<file path="src/stc_pkg.sv">
`timescale 1ns / 1ps
// ----------------------------------------------------------------------------
// stc_pkg
// Shared widths, register indexes and types of the scaler tap coefficient
// generator.
// ----------------------------------------------------------------------------
package stc_pkg;

    // Axis size limit and weight precision
    localparam int MAX_SIZE    = 4096;
    localparam int WEIGHT_BITS = 16;

    // Field widths
    localparam int SIZE_W   = 13;                  // size register
    localparam int IDX_W    = 12;                  // pixel index
    localparam int WEIGHT_W = WEIGHT_BITS + 1;     // weight, 1.0 included
    localparam int PROD_W   = 25;                  // (2i+1)*S for valid items
    localparam int QUO_W    = IDX_W + WEIGHT_BITS; // integer and fraction bits
    localparam int REM_W    = SIZE_W + 1;          // remainder, below 2*D
    localparam int CFG_IDX_W  = 2;
    localparam int CFG_DATA_W = SIZE_W;

    localparam logic [WEIGHT_W-1:0] WEIGHT_ONE = WEIGHT_W'(1) << WEIGHT_BITS;

    // Register indexes
    localparam logic [CFG_IDX_W-1:0] REG_SOURCE_SIZE = 2'd0;
    localparam logic [CFG_IDX_W-1:0] REG_DEST_SIZE   = 2'd1;
    localparam logic [CFG_IDX_W-1:0] REG_INTERP_MODE = 2'd2;

    // Interpolation modes
    localparam logic MODE_NEAREST  = 1'b0;
    localparam logic MODE_BILINEAR = 1'b1;

    // Per-item flags that ride along with the divider
    typedef struct packed {
        logic overrun;   // dest_index not below dest_size
        logic zero_tap;  // bilinear clamp to tap 0, no next weight
        logic bilinear;  // item was issued in bilinear mode
    } side_t;

    // Saturate a size register value to MAX_SIZE, zero stays zero
    function automatic logic [SIZE_W-1:0] clamp_size(input logic [SIZE_W-1:0] v);
        logic [SIZE_W-1:0] r;
        if (v > SIZE_W'(MAX_SIZE))
            r = SIZE_W'(MAX_SIZE);
        else
            r = v;
        return r;
    endfunction

endpackage

</file>
<file path="src/scaler_tap_coefficient_generator.sv">
`timescale 1ns / 1ps
// ----------------------------------------------------------------------------
// scaler_tap_coefficient_generator
// Source tap index and two weights for one destination pixel of a scaled axis.
// ----------------------------------------------------------------------------
// Takes one item per clock while s_tready is high and gives one result per
// item. The input register loads on the edge that accepts an item, followed
// by the (2i+1)*S product register, the pipelined divider (one quotient bit
// per stage, 12 index bits and 16 weight bits) and the output register. A
// two-entry output register lets one more result land while the consumer
// stalls; s_tready drops only once both are full. Sizes are saturated to
// 4096 when written; a zero source size acts as one and a zero destination
// size flags every item as out of range. Write the registers only while no
// item is in flight.
// ----------------------------------------------------------------------------
module scaler_tap_coefficient_generator
    import stc_pkg::*;
(
    input  logic                  clk,
    input  logic                  rst_n,
    // configuration
    input  logic                  cfg_we,
    input  logic [CFG_IDX_W-1:0]  cfg_index,
    input  logic [CFG_DATA_W-1:0] cfg_data,
    // input items
    input  logic                  s_tvalid,
    output logic                  s_tready,
    input  logic [15:0]           s_tdata,   // [11:0] dest_index
    // result items
    output logic                  m_tvalid,
    input  logic                  m_tready,
    output logic [47:0]           m_tdata,   // [11:0] src_index,
                                             // [28:12] weight_this,
                                             // [45:29] weight_next
    output logic                  m_tuser    // [0] out_of_range
);

    typedef struct packed {
        logic [WEIGHT_W-1:0] weight_next;
        logic [WEIGHT_W-1:0] weight_this;
        logic [IDX_W-1:0]    src_index;
        logic                out_of_range;
    } result_t;

    // Configuration registers, sizes stored saturated
    logic [SIZE_W-1:0] source_size_reg;
    logic [SIZE_W-1:0] dest_size_reg;
    logic              mode_reg;

    always_ff @(posedge clk or negedge rst_n)
    begin
        if (!rst_n)
        begin
            source_size_reg <= SIZE_W'(1);
            dest_size_reg   <= SIZE_W'(1);
            mode_reg        <= MODE_NEAREST;
        end
        else if (cfg_we)
        begin
            unique case (cfg_index)
                REG_SOURCE_SIZE: source_size_reg <= clamp_size(cfg_data);
                REG_DEST_SIZE:   dest_size_reg   <= clamp_size(cfg_data);
                REG_INTERP_MODE: mode_reg        <= cfg_data[0];
                default: ;
            endcase
        end
    end

    // Effective source size: zero acts as one
    logic [SIZE_W-1:0] src_eff;
    assign src_eff = (source_size_reg == '0) ? SIZE_W'(1) : source_size_reg;

    // Pipeline enable: stall only when the skid entry is taken
    logic    en;
    logic    out_valid_reg;
    logic    skid_valid_reg;
    result_t out_reg;
    result_t skid_reg;

    assign en       = !skid_valid_reg;
    assign s_tready = en;

    // Stage 1: input register
    logic             p1_valid_reg;
    logic [IDX_W-1:0] p1_index_reg;

    always_ff @(posedge clk or negedge rst_n)
    begin
        if (!rst_n)
            p1_valid_reg <= 1'b0;
        else if (en)
            p1_valid_reg <= s_tvalid;
    end

    always_ff @(posedge clk)
    begin
        if (en && s_tvalid)
            p1_index_reg <= s_tdata[IDX_W-1:0];
    end

    // Stage 2: product (2i+1)*S and overrun check
    logic [2*SIZE_W-1:0] prod_full;
    logic                p1_overrun;
    logic                p2_valid_reg;
    logic [PROD_W-1:0]   p2_prod_reg;
    logic                p2_overrun_reg;

    assign prod_full  = {p1_index_reg, 1'b1} * src_eff;
    assign p1_overrun = {1'b0, p1_index_reg} >= dest_size_reg;

    always_ff @(posedge clk or negedge rst_n)
    begin
        if (!rst_n)
            p2_valid_reg <= 1'b0;
        else if (en)
            p2_valid_reg <= p1_valid_reg;
    end

    always_ff @(posedge clk)
    begin
        if (en)
        begin
            p2_prod_reg    <= prod_full[PROD_W-1:0];
            p2_overrun_reg <= p1_overrun;
        end
    end

    // Dividend: shift by half a source pixel in bilinear mode
    logic              neg_pos;
    logic [PROD_W-1:0] dividend;
    side_t             div_side_in;

    assign neg_pos  = p2_prod_reg < PROD_W'(dest_size_reg);
    assign dividend = (mode_reg == MODE_BILINEAR)
                    ? PROD_W'(p2_prod_reg - PROD_W'(dest_size_reg))
                    : p2_prod_reg;

    always_comb
    begin
        div_side_in.overrun  = p2_overrun_reg;
        div_side_in.bilinear = (mode_reg == MODE_BILINEAR);
        div_side_in.zero_tap = (mode_reg == MODE_BILINEAR)
                             && (neg_pos || src_eff == SIZE_W'(1));
    end

    // Divide by 2*D
    logic             div_valid;
    side_t            div_side;
    logic [QUO_W-1:0] div_quot;

    stc_divider u_divider (
        .clk         (clk),
        .rst_n       (rst_n),
        .en          (en),
        .in_valid    (p2_valid_reg),
        .in_side     (div_side_in),
        .in_dividend (dividend),
        .den         ({dest_size_reg, 1'b0}),
        .out_valid   (div_valid),
        .out_side    (div_side),
        .out_quot    (div_quot)
    );

    // Boundary rules and weights
    logic [IDX_W-1:0]       q_int;
    logic [WEIGHT_BITS-1:0] q_frac;
    logic [IDX_W-1:0]       res_index;
    logic [WEIGHT_W-1:0]    res_wnext;
    result_t                res;

    assign q_int  = div_quot[QUO_W-1:WEIGHT_BITS];
    assign q_frac = div_quot[WEIGHT_BITS-1:0];

    always_comb
    begin
        res_index = q_int;
        res_wnext = '0;
        if (div_side.bilinear)
        begin
            if (div_side.zero_tap)
            begin
                res_index = '0;
                res_wnext = '0;
            end
            else if ({1'b0, q_int} >= SIZE_W'(src_eff - SIZE_W'(1)))
            begin
                // last pair of taps, all weight on the next one
                res_index = IDX_W'(q_int - IDX_W'(1));
                res_wnext = WEIGHT_ONE;
            end
            else
            begin
                res_index = q_int;
                res_wnext = WEIGHT_W'(q_frac);
            end
        end

        if (div_side.overrun)
        begin
            res.src_index    = '0;
            res.weight_this  = '0;
            res.weight_next  = '0;
            res.out_of_range = 1'b1;
        end
        else
        begin
            res.src_index    = res_index;
            res.weight_this  = WEIGHT_W'(WEIGHT_ONE - res_wnext);
            res.weight_next  = res_wnext;
            res.out_of_range = 1'b0;
        end
    end

    // Output register with one skid entry
    always_ff @(posedge clk or negedge rst_n)
    begin
        if (!rst_n)
        begin
            out_valid_reg  <= 1'b0;
            skid_valid_reg <= 1'b0;
        end
        else if (skid_valid_reg)
        begin
            if (m_tready)
                skid_valid_reg <= 1'b0;
        end
        else if (div_valid)
        begin
            if (out_valid_reg && !m_tready)
                skid_valid_reg <= 1'b1;
            else
                out_valid_reg <= 1'b1;
        end
        else if (m_tready)
        begin
            out_valid_reg <= 1'b0;
        end
    end

    always_ff @(posedge clk)
    begin
        if (skid_valid_reg)
        begin
            if (m_tready)
                out_reg <= skid_reg;
        end
        else if (div_valid)
        begin
            if (out_valid_reg && !m_tready)
                skid_reg <= res;
            else
                out_reg <= res;
        end
    end

    assign m_tvalid = out_valid_reg;
    assign m_tdata  = {2'b00, out_reg.weight_next, out_reg.weight_this, out_reg.src_index};
    assign m_tuser  = out_reg.out_of_range;

`ifndef ASSERT_OFF
    // The skid entry is only ever filled behind a waiting result
    a_skid_behind_out: assert property (@(posedge clk) disable iff (!rst_n)
        skid_valid_reg |-> out_valid_reg)
        else $error("skid entry valid without output valid");

    // An in-range result has weights summing to exactly one
    a_weight_sum: assert property (@(posedge clk) disable iff (!rst_n)
        (out_valid_reg && !out_reg.out_of_range) |->
        ({1'b0, out_reg.weight_this} + {1'b0, out_reg.weight_next}
            == {1'b0, WEIGHT_ONE}))
        else $error("weights do not sum to one");

    // An overrun result carries zero fields
    a_overrun_zero: assert property (@(posedge clk) disable iff (!rst_n)
        (out_valid_reg && out_reg.out_of_range) |->
        (out_reg.src_index == '0 && out_reg.weight_this == '0
            && out_reg.weight_next == '0))
        else $error("overrun result with nonzero fields");

    // A stalled skid entry blocks the input the next cycle as well
    a_stall_holds: assert property (@(posedge clk) disable iff (!rst_n)
        (skid_valid_reg && !m_tready) |=> !s_tready)
        else $error("input accepted while skid entry still full");
`endif

endmodule

</file>
<file path="src/stc_divider.sv">
`timescale 1ns / 1ps
// ----------------------------------------------------------------------------
// stc_divider
// Pipelined restoring divider: one quotient bit per stage. Gives
// floor(dividend * 2^WEIGHT_BITS / den), integer part in the top bits.
// ----------------------------------------------------------------------------
module stc_divider
    import stc_pkg::*;
(
    input  logic              clk,
    input  logic              rst_n,
    input  logic              en,
    input  logic              in_valid,
    input  side_t             in_side,
    input  logic [PROD_W-1:0] in_dividend,
    input  logic [REM_W-1:0]  den,
    output logic              out_valid,
    output side_t             out_side,
    output logic [QUO_W-1:0]  out_quot
);

    // Stage registers: entry k holds the state after k+1 steps
    logic              valid_reg [QUO_W];
    side_t             side_reg  [QUO_W];
    logic [REM_W-1:0]  rem_reg   [QUO_W];
    logic [IDX_W-1:0]  dlo_reg   [QUO_W];
    logic [QUO_W-1:0]  quot_reg  [QUO_W];

    // Stage inputs
    logic              valid_in  [QUO_W];
    side_t             side_in   [QUO_W];
    logic [REM_W-1:0]  rem_in    [QUO_W];
    logic [IDX_W-1:0]  dlo_in    [QUO_W];
    logic [QUO_W-1:0]  quot_in   [QUO_W];

    // Next values
    logic [REM_W-1:0]  rem_next  [QUO_W];
    logic [IDX_W-1:0]  dlo_next  [QUO_W];
    logic [QUO_W-1:0]  quot_next [QUO_W];

    // Chain the stages; the first one takes the upper dividend bits
    always_comb
    begin
        valid_in[0] = in_valid;
        side_in[0]  = in_side;
        rem_in[0]   = REM_W'(in_dividend[PROD_W-1:IDX_W]);
        dlo_in[0]   = in_dividend[IDX_W-1:0];
        quot_in[0]  = '0;
        for (int k = 1; k < QUO_W; k++)
        begin
            valid_in[k] = valid_reg[k-1];
            side_in[k]  = side_reg[k-1];
            rem_in[k]   = rem_reg[k-1];
            dlo_in[k]   = dlo_reg[k-1];
            quot_in[k]  = quot_reg[k-1];
        end
    end

    // One compare and subtract per stage; zeros shift in after the integer bits
    always_comb
    begin
        for (int k = 0; k < QUO_W; k++)
        begin
            logic [REM_W:0] trial;
            logic           ge;
            trial = {rem_in[k], dlo_in[k][IDX_W-1]};
            ge    = trial >= {1'b0, den};
            if (ge)
                rem_next[k] = REM_W'(trial - {1'b0, den});
            else
                rem_next[k] = trial[REM_W-1:0];
            dlo_next[k]  = {dlo_in[k][IDX_W-2:0], 1'b0};
            quot_next[k] = {quot_in[k][QUO_W-2:0], ge};
        end
    end

    // Valid bits
    always_ff @(posedge clk or negedge rst_n)
    begin
        if (!rst_n)
        begin
            for (int k = 0; k < QUO_W; k++)
                valid_reg[k] <= 1'b0;
        end
        else if (en)
        begin
            for (int k = 0; k < QUO_W; k++)
                valid_reg[k] <= valid_in[k];
        end
    end

    // Payload
    always_ff @(posedge clk)
    begin
        if (en)
        begin
            for (int k = 0; k < QUO_W; k++)
            begin
                side_reg[k] <= side_in[k];
                rem_reg[k]  <= rem_next[k];
                dlo_reg[k]  <= dlo_next[k];
                quot_reg[k] <= quot_next[k];
            end
        end
    end

    assign out_valid = valid_reg[QUO_W-1];
    assign out_side  = side_reg[QUO_W-1];
    assign out_quot  = quot_reg[QUO_W-1];

endmodule

</file>
<file path="config.mk">
export PLATFORM = sky130hd
export DESIGN_NAME = scaler_tap_coefficient_generator
export DESIGN_NICKNAME = d
export VERILOG_FILES = /design/src/stc_pkg.sv /design/src/scaler_tap_coefficient_generator.sv /design/src/stc_divider.sv
export SDC_FILE = /design/constraint.sdc
export NUM_CORES = 2
export LEC_CHECK = 0
export ABC_CLOCK_PERIOD_IN_PS = 36900
export BUFFER_PORTS_ARGS = -buffer_cell sky130_fd_sc_hd__buf_2
export CORE_MARGIN = 2
export CORE_UTILIZATION = 35
export DETAILED_ROUTE_END_ITERATION = 10
export PLACE_DENSITY_LB_ADDON = 0.3
export SYNTH_ARGS = -nofsm -noshare
export SYNTH_HDL_FRONTEND = slang
export SYNTH_SLANG_ARGS = --single-unit
</file>
<file path="constraint.sdc">
create_clock -name clk -period 36.9 [get_ports clk]
set_clock_uncertainty 0.05 [all_clocks]
set_input_delay 1.845 -clock clk [delete_from_list [all_inputs] [get_ports clk]]
set_output_delay 1.845 -clock clk [all_outputs]
set_load 0.05 [all_outputs]
</file>
==> flow_summary.json <==
{
  "post_synth_and_or_nand_nor_area_fraction_pct": 9.94,
  "drive_above_1_share_pct": 11.8,
  "synth_seq_cells": 1108,
  "status": "finished, final reports clean",
  "timing.critical_path.buf_inv": 3,
  "clock_latency_ns": 0.75,
  "detailedRoute.firstPassIterationCount": 5,
  "critical-path-slowest-cell": "dfrtp_1",
  "yosysWarningCount": 0,
  "hold_class": "reg2reg",
  "cts_tree": "done",
  "drc": 0,
  "longest_individual_stage_delay_on_the_worst_path_ns": 0.64,
  "critPathMostFrequentCell": "fa_1",
  "rows": 153,
  "cts_resized": 0,
  "timing.critical_path.arrival_ns": 7.14,
  "vias": 37744,
  "maxSlewViolCount": 0,
  "die-width_um": 422,
  "dieArea_um2": 178000,
  "crit_path_cell_trace": "nor3_1 > nand2_1 > nor3_1 > a21o_1 > nand2_1 > fa_1 > inv_1 > fa_1 > inv_1 > fa_1 > fa_1 > inv_1 > ha_1 > o21ai_0 > o211ai_1 > a31o_2 > nor3_1 > o31ai_1 > a2111o_1 > nand3_1",
  "max_slew_margin_pct": 23.5,
  "crit_path_start_kind": "flop",
  "cp_num_cells": 20,
  "final.min_clock_period_ns": 6.64,
  "layout_commonest_cell": "edfxtp_1",
  "unrepaired_setup_endpoints_after_global_routing": "false",
  "grt_util_all_layers_pct": 14.7,
  "io-pin-count": 87,
  "route.final.wire_length_um": 133000,
  "timing.critical_path.to_type": "flop",
  "synth-adder-area-share_pct": 14.5,
  "timing.critical_path.max_delay_family": "adder cells",
  "yosys-mux-area-fraction_pct": 4.11,
  "floorplan.initialDensity_pct": 35.2,
  "ctsRootBufferMaster": "clkbuf_16",
  "largest_register_ffs": 406,
  "yosys.cell_types.count": 82,
  "syn_to_final_growth_pct": 12.2,
  "worstSetupPathType": "reg2reg",
  "clock-sinks": 1108,
  "synth_compound_gate_area_share_pct": 10.2,
  "netlist_area_um2": 61200,
  "leading_cell_types_in_the_layout_fill_and_taps_excluded": "1,049 x edfxtp_1, 472 x ha_1, 369 x a21oi_1",
  "place.port_buffers": 80,
  "max_clock_freq_mhz": 151,
  "timing_hold_violations_final": 0,
  "first_iter_violations": 2368,
  "postSynth.asyncResetShare_pct": 5.32,
  "syn-instance-count": 4976,
  "antenna_left": 0,
  "die_h_um": 422,
  "worst_slew_pin_slew_ns": 1.15,
  "setup_tns_ns": 0,
  "combinational_family_with_the_most_area_after_synthesis": "adder cells",
  "post-cts-setup-buffer-count": 0,
  "detail_route.vias_per_cell": 5.01,
  "cp.required_ns": 37.40,
  "final_worst_path_cycle_share_pct": 18.0,
  "clk_path_buf_depth": 3,
  "place_congestion": 0.907,
  "maxCapViolCount": 0,
  "first_global_vias": 36564,
  "hold_buffers": 0,
  "setup_viol": 0,
  "clock_pin_slew_of_the_registers_on_the_worst_case_setup_and_hold_paths_ns": 0.06,
  "wire_per_inst_um": 17.7,
  "global_route.overflow_total": 0,
  "synth_edf_count": 1049,
  "seq_area_frac_synth_pct": 53.9,
  "holdPathStages": 0,
  "antenna_found_initial": 1,
  "cts_htree_levels": 3,
  "finish.net_count": 5758,
  "first_pass_grt_wire_length_um": 208000,
  "tritoncts.num_buffers": 116,
  "timing.reg2reg.worst_path_depth": 20,
  "place.detailed.hpwl_um": 89400,
  "yosys_most_used_dff": "edfxtp_1",
  "grt_max_degree": 170,
  "syn-mean-instance-area_um2": 12.3,
  "filler_cell_count": 16479,
  "synth_xor_xnor_area_share_pct": 4.47,
  "worst-path-max-fanout": 18,
  "design.core.area_um2": 174000
}
-- cells by family (layout without fill, tap and decap cells) --
| kind of cell | after synthesis | after routing |
|---|---|---|
| compound gates | 1002 | 1002 |
| xor+xnor | 312 | 312 |
| fa+ha+maj | 620 | 620 |
| buf+inv | 459 | 685 |
| flops | 1108 | 1108 |
| mux | 222 | 222 |
| other cells | 1 | 3 |
| simple gates | 1252 | 1252 |
-- worst register-to-register path, delay by kind of cell (launching register included) --
kind | cells | cell delay, ns
simple gates | 6 | 1.46
compound gates | 6 | 1.81
flops | 1 | 0.64
buf+inv | 3 | 0.15
fa+ha+maj | 5 | 2.35
-- synth_stat cells (all sizes together) (107+ instances only) --
master | instances | area (um^2)
nor2 | 343 | 1290
xor2 | 119 | 1040
nand2 | 330 | 1240
edfxtp | 1049 | 31500
inv | 334 | 1250
a21oi | 372 | 1860
mux2 | 207 | 2360
clkbuf | 107 | 402
xnor2 | 193 | 1690
fa | 148 | 2960
ha | 472 | 5910
o21ai | 217 | 1090
-- per-layer routing --
| layer | part of all wire, % | track usage [%] | up-vias |
|---|---|---|---|
| met5 | 0 | 0 | - |
| met4 | 2.5 | 4.37 | 0 |
| met1 | 48 | 20.4 | 18392 |
| met2 | 46 | 23.9 | 706 |
| li1 | - | - | 18462 |
| met3 | 3.9 | 2.00 | 184 |
-- cell type report --
type | instances | area [um^2] | share of cell area, %
sequential | 1108 | 33000 | 48.1
tap | 2325 | 2910 | 4.24
timing repair buffer | 131 | 808 | 1.18
clock buffer | 137 | 3060 | 4.46
multi-input combinational | 3410 | 26500 | 38.6
antenna | 1 | 2.50 | 0.00365
inverter | 335 | 1260 | 1.84
clock inverter | 82 | 1090 | 1.58
-- metrics by stage --
| step | cells | worst slack, ns | cell area, um^2 | hold slack [ns] | util (%) |
|---|---|---|---|---|---|
| 2_1_floorplan | 4977 | 6.63 | 61200 | 0.350 | - |
| 3_3_place_gp | 7309 | 30.35 | 64500 | 0.350 | 37.1 |
| 3_5_place_dp | 7309 | 30.35 | 64500 | 0.355 | 37.1 |
| 4_1_cts | 7528 | 30.26 | 68600 | 0.341 | 39.5 |
| 5_1_grt | 7528 | 29.80 | 68600 | 0.340 | 39.5 |
| 6_report | 7529 | 30.26 | 68600 | 0.339 | 39.5 |
-- path summary, 6_finish.rpt --
check / startpoint / end / slack (ns)
worst max-delay path: source_size_reg[9] / p2_prod_reg[23] / 30.26
min in group asynchronous: rst_n / m_tvalid / 1.20
worst min-delay path: u_divider.side_reg[0][29] / u_divider.side_reg[0][32] / 0.34
worst max register to register: source_size_reg[9] / p2_prod_reg[23] / 30.26
worst min register to register: u_divider.side_reg[0][29] / u_divider.side_reg[0][32] / 0.34
max in group asynchronous: rst_n / dest_size_reg[1] / 34.90
Power is left out: the tool's default activity adds up to more than one toggle a clock period on the data nets, which glitch-free logic cannot reach.
